**src/rtl/core/bmf_pkg.sv**
```systemverilog
// ----------------------------------------------------------------------------
// bmf_pkg: box mean filter shared definitions
// Frame limits, field widths, register indexes and the request structs that
// pass between the sequencer, the line store and the divider.
// ----------------------------------------------------------------------------
package bmf_pkg;

  localparam int MAX_WIDTH  = 1024;
  localparam int MAX_HEIGHT = 4096;
  localparam int MAX_KERNEL = 15;
  localparam int STORE_ROWS = MAX_KERNEL - 1;

  localparam int PIX_W   = 8;
  localparam int COL_W   = 10;
  localparam int ROW_W   = 12;
  localparam int WID_W   = 11;
  localparam int HGT_W   = 13;
  localparam int KER_W   = 4;
  localparam int CSUM_W  = 12;
  localparam int WSUM_W  = 16;
  localparam int AREA_W  = 8;

  localparam int SLOT_W    = $clog2(STORE_ROWS);
  localparam int LS_AW     = SLOT_W + COL_W;
  localparam int LS_DEPTH  = STORE_ROWS * MAX_WIDTH;
  localparam int DIV_CNT_W = $clog2(WSUM_W);

  localparam int CFG_IDX_W = 2;
  localparam int CFG_DW    = 13;

  typedef enum logic [CFG_IDX_W-1:0] {
    CFG_IMAGE_WIDTH   = 2'd0,
    CFG_IMAGE_HEIGHT  = 2'd1,
    CFG_KERNEL_HEIGHT = 2'd2,
    CFG_KERNEL_WIDTH  = 2'd3
  } cfg_reg_t;

  typedef struct packed {
    logic             rd_en;
    logic [LS_AW-1:0] rd_addr;
    logic             wr_en;
    logic [LS_AW-1:0] wr_addr;
    logic [PIX_W-1:0] wr_data;
  } ls_req_t;

  typedef struct packed {
    logic              start;
    logic [WSUM_W-1:0] dividend;
    logic [AREA_W-1:0] divisor;
  } div_req_t;

  typedef struct packed {
    logic              done;
    logic [WSUM_W-1:0] quotient;
  } div_rsp_t;

endpackage

```
**src/rtl/core/bmf_divider.sv**
```systemverilog
// ----------------------------------------------------------------------------
// bmf_divider: radix-2 restoring divider
// One quotient bit per cycle, done pulses for one cycle.
// ----------------------------------------------------------------------------
module bmf_divider (
  input  logic              clk,
  input  logic              rst_n,
  input  bmf_pkg::div_req_t req,
  output bmf_pkg::div_rsp_t rsp
);

  logic                              busy_r;
  logic                              done_r;
  logic [bmf_pkg::DIV_CNT_W-1:0]     cnt_r;
  logic [bmf_pkg::WSUM_W-1:0]        quo_r;
  logic [bmf_pkg::AREA_W-1:0]        rem_r;
  logic [bmf_pkg::AREA_W-1:0]        dsr_r;
  logic [bmf_pkg::AREA_W:0]          trial;
  logic [bmf_pkg::AREA_W:0]          diff;
  logic                              ge;

  // remainder stays below the divisor, so AREA_W bits hold it
  assign trial = {rem_r, quo_r[bmf_pkg::WSUM_W-1]};
  assign diff  = trial - {1'b0, dsr_r};
  assign ge    = trial >= {1'b0, dsr_r};

  always_ff @(posedge clk) begin
    if (!rst_n) begin
      busy_r <= 1'b0;
      done_r <= 1'b0;
      cnt_r  <= '0;
    end else begin
      done_r <= 1'b0;
      if (req.start) begin
        busy_r <= 1'b1;
        cnt_r  <= '0;
      end else if (busy_r) begin
        cnt_r <= cnt_r + 1'b1;
        if (cnt_r == bmf_pkg::DIV_CNT_W'(bmf_pkg::WSUM_W - 1)) begin
          busy_r <= 1'b0;
          done_r <= 1'b1;
        end
      end
    end
  end

  always_ff @(posedge clk) begin
    if (req.start) begin
      quo_r <= req.dividend;
      rem_r <= '0;
      dsr_r <= req.divisor;
    end else if (busy_r) begin
      quo_r <= {quo_r[bmf_pkg::WSUM_W-2:0], ge};
      rem_r <= ge ? diff[bmf_pkg::AREA_W-1:0] : trial[bmf_pkg::AREA_W-1:0];
    end
  end

  assign rsp.done     = done_r;
  assign rsp.quotient = quo_r;

endmodule

```
**config.mk**
```make
export PLATFORM = sky130hd
export DESIGN_NAME = bmf_divider
export DESIGN_NICKNAME = d
export VERILOG_FILES = /design/src/rtl/core/bmf_pkg.sv /design/src/rtl/core/bmf_divider.sv
export SDC_FILE = /design/constraint.sdc
export NUM_CORES = 1
export LEC_CHECK = 0
export ABC_CLOCK_PERIOD_IN_PS = 6500
export BUFFER_PORTS_ARGS = -buffer_cell sky130_fd_sc_hd__buf_4
export CORE_MARGIN = 2
export CORE_UTILIZATION = 40
export DETAILED_ROUTE_END_ITERATION = 12
export GPL_TIMING_DRIVEN = 0
export SLEW_MARGIN = 20
export SYNTH_ARGS = -nofsm -noshare
export SYNTH_HDL_FRONTEND = slang
export SYNTH_SLANG_ARGS = --single-unit
```
**constraint.sdc**
```tcl
create_clock -name clk -period 6.5 [get_ports clk]
set_clock_uncertainty 0.1 [all_clocks]
set_input_delay 0.325 -clock clk [delete_from_list [all_inputs] [get_ports clk]]
set_output_delay 0.325 -clock clk [all_outputs]
set_load 0.01 [all_outputs]
```
==> flow_summary.ini, run 1 <==
[synth]
synth_top_family_by_area = compound AO/OA/AOI/OAI gates
synthMuxAreaShare = 0.0941
synth_xor_area_frac = 0.0260
synth-simple-area-share = 0.124
syn-num-nets = 217
syn_avg_cell_area_um2 = 11.2
synth_edf_count = 24
synth_cells = 180
synthAdderAreaFrac = 0.0656
synth_compound_area_frac = 0.151
synth_ff_type = edfxtp_1
synth-seq-cells = 38
synth-seq-area-share = 0.495
ys_types = 43
syn_area_um2 = 2020
yosysWarnings = 0
synthArstFlopShare = 0

[place]
gp_congestion = 0.753
dpl.hpwl_um = 3090
io_buffers = 43
post-place-ws_ps = 4200

[detailed_routing]
drt-initial-drc-count = 23
via_per_inst = 5.06
wl_um = 4130
first_pass_iters = 4
drc = 0
ant_nets = 0
routedWlPerCell_um = 13.9
vias = 1508

[worst_hold_path]
holdCritPathClass = input port to flop
hold_path.startpoint = req[5]

[timing]
max_freq_mhz = 437
tightest_slew_ps = 629
rsz0062_at_grt = no
timing.setup.tns_ps = 0
fin_crit_ps = 2290
slew_headroom = 0.581
hold_violations = 0
fin_ws_ps = 4210
period_share = 0.352
setup_viol = 0
final_max_slew_viol_count = 0

[worst_setup_path]
cp.required_ps = 6440
cp_cell_sequence = ha_1 > a21o_1 > a21oi_4 > a31oi_4 > or2_1 > buf_6 > mux2_2
worstPathArrival_ps = 2230
r2r-start = rem_r[2]$_SDFFE_PP0P_
worst-path-buf-inv = 1
critical_path_class = flop to flop
startpoint_type = flop
cp_top_family = compound AO/OA/AOI/OAI gates
cp_slowest_stage_delay_ps = 360
startpoint = rem_r[2]$_SDFFE_PP0P_
r2r_slack_ps = 4210
worst_setup_path_end_kind = flop
worst-path-max-fanout = 9
crit_path_top_delay_cell = ha_1

[cells_and_area]
num_antenna_cells = 0
area_delta_synth_final_pct = 24.1
num-nets-final = 267
drive_gt1_frac = 0.320
postLayoutCoreUtil = 0.524
layout_common_cells = 44 x buf_4, 24 x edfxtp_1, 20 x nor2_1
final_common_cell = buf_4
fillers = 450

[global_routing]
grt_use_total = 0.159
grt-ovfl-total = 0
grt_pass1_vias = 1477
grt_pass1_wl_um = 6680
grt_max_degree = 17
antenna_found_initial = 0

[clock_network]
cts_hold_buffers = 0
cts_tree = built
cts.sinks = 38
cts_buffer_depth = 2
cts-buffers-inserted = 5
path_clk_slew_ps = 80
clk_latency_ps = 290
htree_levels = 2
cts_resized = 0
clockRootBuffer = clkbuf_8
postCtsSetupRepairBufs = 0

[floorplanning]
core-area_um2 = 4790
ioPinCount = 44
die-area_um2 = 5640
num_rows = 25
initial_core_util = 0.422
dieHeight_um = 75.1
die_w_um = 75.1

[power_and_ir_drop]
powerDensity_nw_per_um2 = 231
p_leak_nw = 1.04
irDropWorstVdd_v = 0.000150

[job]
maxCapViolCount = 0

[outcome]
status = completed
-- stage by stage --
step	cell area [um2]	cells	hold slack (ps)	total power, mW
2_1_floorplan	2020	180	324	0.379
3_3_place_gp	2430	290	361	0.428
3_5_place_dp	2430	290	362	0.429
4_1_cts	2510	298	99.7	0.586
5_1_grt	2510	298	95.0	0.610
6_report	2510	298	109	0.580
-- routing by layer --
layer	vias up	routed length, um	global-route usage
li1	754	-	-
met1	708	1950	0.200
met2	42	1830	0.248
met3	4	283	0.0535
met4	0	65	0.0734
met5	-	0	0
-- report_power, final --
group	switching (mW)	leakage [nW]	internal [mW]
sequential	0.0113	0.354	0.280
clock	0.0803	0.0395	0.0763
combinational	0.0680	0.651	0.0644
total	0.160	1.04	0.420
-- cell type report --
| class | count | area (um2) | share of cell area |
|---|---|---|---|
| inverters | 13 | 48.8 | 0.0195 |
| multi-input cells | 122 | 932 | 0.372 |
| well taps | 67 | 83.8 | 0.0334 |
| plain buffers | 7 | 38.8 | 0.0155 |
| flip-flops and latches | 38 | 1000 | 0.399 |
| repair buffers | 43 | 323 | 0.129 |
| clock buffers | 8 | 80.1 | 0.0319 |
-- cell usage after synthesis, types with 2 or more instances --
| cell | n | area (um2) |
|---|---|---|
| nand3_1 | 3 | 15.0 |
| xor2_1 | 3 | 26.3 |
| inv_1 | 13 | 48.8 |
| nand4_1 | 2 | 12.5 |
| o211ai_1 | 6 | 45.0 |
| o31ai_1 | 2 | 15.0 |
| o311a_1 | 3 | 30.0 |
| o21ai_0 | 5 | 25.0 |
| a21oi_1 | 4 | 20.0 |
| edfxtp_1 | 24 | 721 |
| mux2_2 | 16 | 180 |
| ha_1 | 9 | 113 |
| o311ai_2 | 2 | 32.5 |
| buf_1 | 3 | 11.3 |
| nand2_1 | 14 | 52.6 |
| a21o_1 | 3 | 22.5 |
| nand2b_1 | 4 | 25.0 |
| xnor2_1 | 3 | 26.3 |
| dfxtp_1 | 14 | 280 |
| nor2b_1 | 3 | 18.8 |
| nor2_1 | 20 | 75.1 |
| a211oi_1 | 3 | 22.5 |
-- state kept, by name (all words and copies together), names as in the netlist --
| register | count |
|---|---|
| dsr_r | 8 |
| busy_r | 1 |
| rem_r | 8 |
| done_r | 1 |
| quo_r | 16 |
| cnt_r | 4 |
-- kinds of logic after synthesis --
| kind of cell | after synthesis |
|---|---|
| buffers and inverters | 20 |
| adders and majority gates | 10 |
| DFF | 38 |
| xor gates and xnor gates | 6 |
| and+or+nand+nor | 53 |
| AOI/OAI and AO/OA | 36 |
| muxes | 17 |
-- worst paths after layout --
path / to / cells after the start
worst max-delay path: quo_r[0]$_DFFE_PP_ / 7
worst min-delay path: dsr_r[5]$_DFFE_PP_ / 1
worst max register to register: quo_r[0]$_DFFE_PP_ / 7
worst min register to register: done_r$_SDFF_PP0_ / 2
Power figures use the tool's default switching activity.
==> run 2: changes to the inputs <==
ABC_CLOCK_PERIOD_IN_PS = 2150   (was 6500)
clock period = 2.15 ns   (was 6.5 ns; I/O delays follow)
==> run 2 against run 1 <==
  * Sequential power rose to 3.0 times the previous value
  * Sequential cell count unchanged
  * Critical path type unchanged
  * Worst setup slack worse by 4200 ps
  * Via count increased by 3.4%
  * Highest routed layer unchanged
  * Power grew to 3.1 times the previous value
  * Clock power rose to 3.0 times the previous value
  * Design area grew 7.1%
  * Worst hold slack lost 90 ps
  * Final cell count is 4.4% higher
  * Wire length rose by 4.0%
==> flow_summary.ini, run 2 (synthesized netlist as in run 1, its figures left out) <==
[clock_network]
cts.sinks = 38
path_clk_slew_ps = 70
cts_tree = built
clk_latency_ps = 280
cts-buffers-inserted = 5
clockRootBuffer = clkbuf_8
htree_levels = 2
cts_buffer_depth = 2

[global_routing]
grt_max_degree = 17
grt_use_total = 0.164
grt-ovfl-total = 0
grt_pass1_wl_um = 6940
antenna_found_initial = 0
grt_pass1_vias = 1530

[worst_setup_path]
cp_top_family = flip-flops
crit_path_top_delay_cell = edfxtp_1
startpoint_type = flop
cp_cell_sequence = inv_2 > ha_4 > nor2b_2 > o21ai_4 > a31oi_4 > or2_1 > buf_6 > mux2_2
critical_path_class = flop to flop
cp.required_ps = 2090
worstPathArrival_ps = 2070
worst_setup_path_end_kind = flop
cp_slowest_stage_delay_ps = 420
worst-path-buf-inv = 2
worst-path-max-fanout = 8

[detailed_routing]
drc = 0
ant_nets = 0
drt-initial-drc-count = 48
routedWlPerCell_um = 13.8
vias = 1559
first_pass_iters = 5
via_per_inst = 5.01
wl_um = 4300

[cells_and_area]
num-nets-final = 280
drive_gt1_frac = 0.369
num_antenna_cells = 0
area_delta_synth_final_pct = 32.9
reg.largest.list = quo_r x16, dsr_r x8, rem_r x8
regMostFlops = quo_r
largest_reg_flops = 16
postLayoutCoreUtil = 0.561
final_common_cell = buf_4
layout_common_cells = 48 x buf_4, 24 x edfxtp_1, 20 x nor2_1

[floorplanning]
initial_core_util = 0.422
num_rows = 25
ioPinCount = 44
die_w_um = 75.1
dieHeight_um = 75.1
core-area_um2 = 4790
die-area_um2 = 5640

[timing]
tightest_slew_ps = 631
slew_headroom = 0.579
rsz0062_at_grt = yes
period_share = 0.989
whs_ps = 19.3
timing.setup.tns_ps = 0
hold_violations = 0
final_max_slew_viol_count = 0
max_freq_mhz = 470
fin_crit_ps = 2130
setup_viol = 0

[worst_hold_path]
holdCritPathClass = input port to flop

[place]
gp_congestion = 0.753
dpl.hpwl_um = 3090
io_buffers = 43

[outcome]
status = completed

[power_and_ir_drop]
fin_total_pwr_mw = 1.81
p_leak_nw = 1.10
irDropWorstVdd_v = 0.000459
powerDensity_nw_per_um2 = 673

[job]
maxCapViolCount = 0
[run 2: power breakdown]
part	leakage, nW	internal [mW]	switching [mW]
combinational	0.707	0.232	0.217
sequential	0.354	0.846	0.0377
clock	0.0395	0.231	0.244
[run 2: layout make-up]
class | instances | area, um2
fillers | 440 | 2100
flip-flops and latches | 38 | 1000
multi-input cells | 122 | 990
repair buffers | 56 | 443
well taps | 67 | 83.8
clock buffers | 8 | 80.1
inverters | 13 | 48.8
plain buffers | 7 | 38.8
[run 2: timing repair]
action,CTS,global route
setup endpoints to repair,5,6
endpoints found under the hold margin,9,0
resized for setup,5,10
pin swaps,3,3
buffers inserted,1,3
hold buffers,9,0
[run 2: path summary, 6_finish.rpt]
path	from	endpoint	slack [ps]	cells after the start
worst max-delay path	dsr_r[1]$_DFFE_PP_	quo_r[0]$_DFFE_PP_	20	8
worst min-delay path	req[15]	quo_r[7]$_DFFE_PP_	20	2
worst max register to register	dsr_r[1]$_DFFE_PP_	quo_r[0]$_DFFE_PP_	20	8
worst min register to register	cnt_r[3]$_SDFFE_PP0P_	done_r$_SDFF_PP0_	370	2
[run 2: worst register-to-register path: stages, from the launching register on]
cell and delay (ps):
edfxtp_1 420, inv_2 90, ha_4 200, nor2b_2 160
o21ai_4 180, a31oi_4 120, or2_1 230, buf_6 140
mux2_2 260
[run 2: stage by stage]
step	instance area [um2]	worst slack, ps	instances
after floorplan	2020	10.5	180
after global placement	2430	-142	290
after detailed placement	2430	-152	290
after CTS	2630	-51.6	308
after global routing	2690	-74.7	311
final	2690	24.4	311
[run 2: per-layer routing]
layer	track usage	vias to the layer above	part of all wire
met2	0.260	35	0.45
met5	0	-	0
li1	-	776	-
met1	0.205	744	0.48
met4	0.0734	0	0.015
met3	0.0509	4	0.054
==> run 3: changes to the inputs <==
CORE_UTILIZATION = 54   (was 40)
PLACE_DENSITY = 0.79   (was default)
==> run 3 against run 2 <==
  * The flow now finishes with violations (negative setup slack)
  * Wire length down 1.1%
  * Worst hold slack worse by 2.4 ps
  * Clock-buffer cell count down 2
  * Worst setup slack worse by 56 ps
  * Largest cell class unchanged
==> flow_summary.ini, run 3 (synthesized netlist as in run 1, its figures left out) <==
[global_routing]
grt-ovfl-total = 0
grt_use_total = 0.210
grt_pass1_vias = 1502
grt_pass1_wl_um = 6770
antenna_found_initial = 0
grt_max_degree = 17

[timing]
hold_violations = 0
tightest_slew_ps = 602
final_max_slew_viol_count = 0
timing.setup.tns_ps = -31.3
fin_crit_ps = 2180
slew_headroom = 0.598
max_freq_mhz = 458
rsz0062_at_grt = yes
period_share = 1.01
fin_ws_ps = -31.3
setup_viol = 1

[worst_setup_path]
worst-path-max-fanout = 8
reg2reg_depth = 7
cp.required_ps = 2090
worst_setup_path_end_kind = flop
cp_cell_sequence = ha_4 > a21o_1 > a21oi_4 > a31oi_4 > or2_1 > buf_6 > mux2_2
crit_path_top_delay_cell = dfxtp_1
cp_slowest_stage_delay_ps = 430
cp_top_family = compound AO/OA/AOI/OAI gates
r2r_end = quo_r[0]$_DFFE_PP_
worstPathArrival_ps = 2120
critical_path_class = flop to flop
r2r-start = rem_r[2]$_SDFFE_PP0P_
worst-path-buf-inv = 1
startpoint_type = flop
r2r_slack_ps = -30

[clock_network]
clockRootBuffer = clkbuf_8
cts_tree = built
clk_latency_ps = 290
cts.sinks = 38
path_clk_slew_ps = 70
htree_levels = 2
cts-buffers-inserted = 5
cts_buffer_depth = 2

[floorplanning]
dieHeight_um = 65.2
initial_core_util = 0.556
core-area_um2 = 3630
num_rows = 22
ioPinCount = 44
die-area_um2 = 4250
die_w_um = 65.2

[power_and_ir_drop]
powerDensity_nw_per_um2 = 761
irDropWorstVdd_v = 0.000549
p_leak_nw = 1.15

[cells_and_area]
reg.largest.list = quo_r x16, dsr_r x8, rem_r x8
regMostFlops = quo_r
num_antenna_cells = 0
drive_gt1_frac = 0.393
num-nets-final = 283
final_common_cell = buf_4
area_delta_synth_final_pct = 36.1
largest_reg_flops = 16
design_area_um2 = 2750
layout_common_cells = 51 x buf_4, 24 x edfxtp_1, 20 x nor2_1
fillers = 264

[detailed_routing]
drt-initial-drc-count = 69
routedWlPerCell_um = 14.4
vias = 1565
first_pass_iters = 4
ant_nets = 0
drc = 0
via_per_inst = 5.31
wl_um = 4250

[worst_hold_path]
hold_end = quo_r[11]$_DFFE_PP_
hold_depth = 2
holdCritPathClass = input port to flop
hold_path.startpoint = req[19]

[place]
io_buffers = 43
placed_cell_area_um2 = 2400
dpl.hpwl_um = 2880
gp_congestion = 0.769

[job]
maxCapViolCount = 0

[outcome]
violations = negative setup slack
status = finished with violations
[run 3: cell types whose count changed in the layout (fill, tap and decap cells not counted)]
cell       delta
dfxtp_1       +1
buf_1         -1
clkbuf_1      -3
bufinv_16     +2
clkbuf_2      +1
dfxtp_2       -1
ha_1          -1
ha_2          +1
buf_4         +3
clkbuf_8      +1
[run 3: worst max-delay path by stage]
stage          cells after the start             startpoint                  to
2_1_floorplan                      8     dsr_r[3]$_DFFE_PP_  quo_r[0]$_DFFE_PP_
3_3_place_gp                       8     dsr_r[3]$_DFFE_PP_  quo_r[0]$_DFFE_PP_
3_5_place_dp                       8     dsr_r[3]$_DFFE_PP_  quo_r[0]$_DFFE_PP_
4_1_cts                            8     dsr_r[1]$_DFFE_PP_  quo_r[0]$_DFFE_PP_
5_1_grt                            8     dsr_r[3]$_DFFE_PP_  quo_r[0]$_DFFE_PP_
6_report                           7  rem_r[2]$_SDFFE_PP0P_  quo_r[0]$_DFFE_PP_
[run 3: worst reg2reg max path, delay by kind of cell (launching register included)]
family | cells | cell delay [ps]
compound gates | 3 | 530
flops | 1 | 430
fa+ha+maj | 1 | 250
mux | 1 | 250
simple gates | 1 | 230
buf+inv | 1 | 140
[run 3: stage by stage]
step	power (mW)	util	worst slack, ps	hold WS, ps	instances
2_1_floorplan	1.15	-	10.5	106	180
3_3_place_gp	1.29	0.662	-118	186	271
3_5_place_dp	1.29	0.662	-121	187	271
4_1_cts	2.07	0.737	-5.22	10.6	290
5_1_grt	2.18	0.757	-99.7	6.84	295
6_report	2.09	0.757	-31.3	16.9	295
[run 3: cell type report]
type | instances | area [um2] | share of cell area
repair buffers | 59 | 465 | 0.169
inverters | 13 | 48.8 | 0.0177
well taps | 48 | 60.1 | 0.0218
clock inverters | 2 | 60.1 | 0.0218
plain buffers | 7 | 40.0 | 0.0146
clock buffers | 6 | 82.6 | 0.0300
multi-input cells | 122 | 992 | 0.361
flip-flops and latches | 38 | 1000 | 0.364
[run 3: timing repair]
action                                  4_1_cts  5_1_grt
cloned                                        0        0
pin swaps                                     2        6
hold endpoints to repair                      9        0
endpoints found under the setup margin        5        5
hold buffers                                  9        0
resized for setup                             4       11
setup buffers                                 2        5
[run 3: power by group]
| group | leakage (nW) | total [mW] | internal (mW) | switching (mW) |
|---|---|---|---|---|
| combinational | 0.724 | 0.466 | 0.242 | 0.224 |
| sequential | 0.354 | 0.884 | 0.846 | 0.0384 |
| clock | 0.0714 | 0.742 | 0.495 | 0.248 |
| total | 1.15 | 2.09 | 1.58 | 0.510 |
[run 3: routing by layer]
metal  share of wire  global-route usage
met1            0.45               0.269
met2            0.49               0.341
met3           0.049              0.0514
met4           0.015              0.0885
met5               0                   0
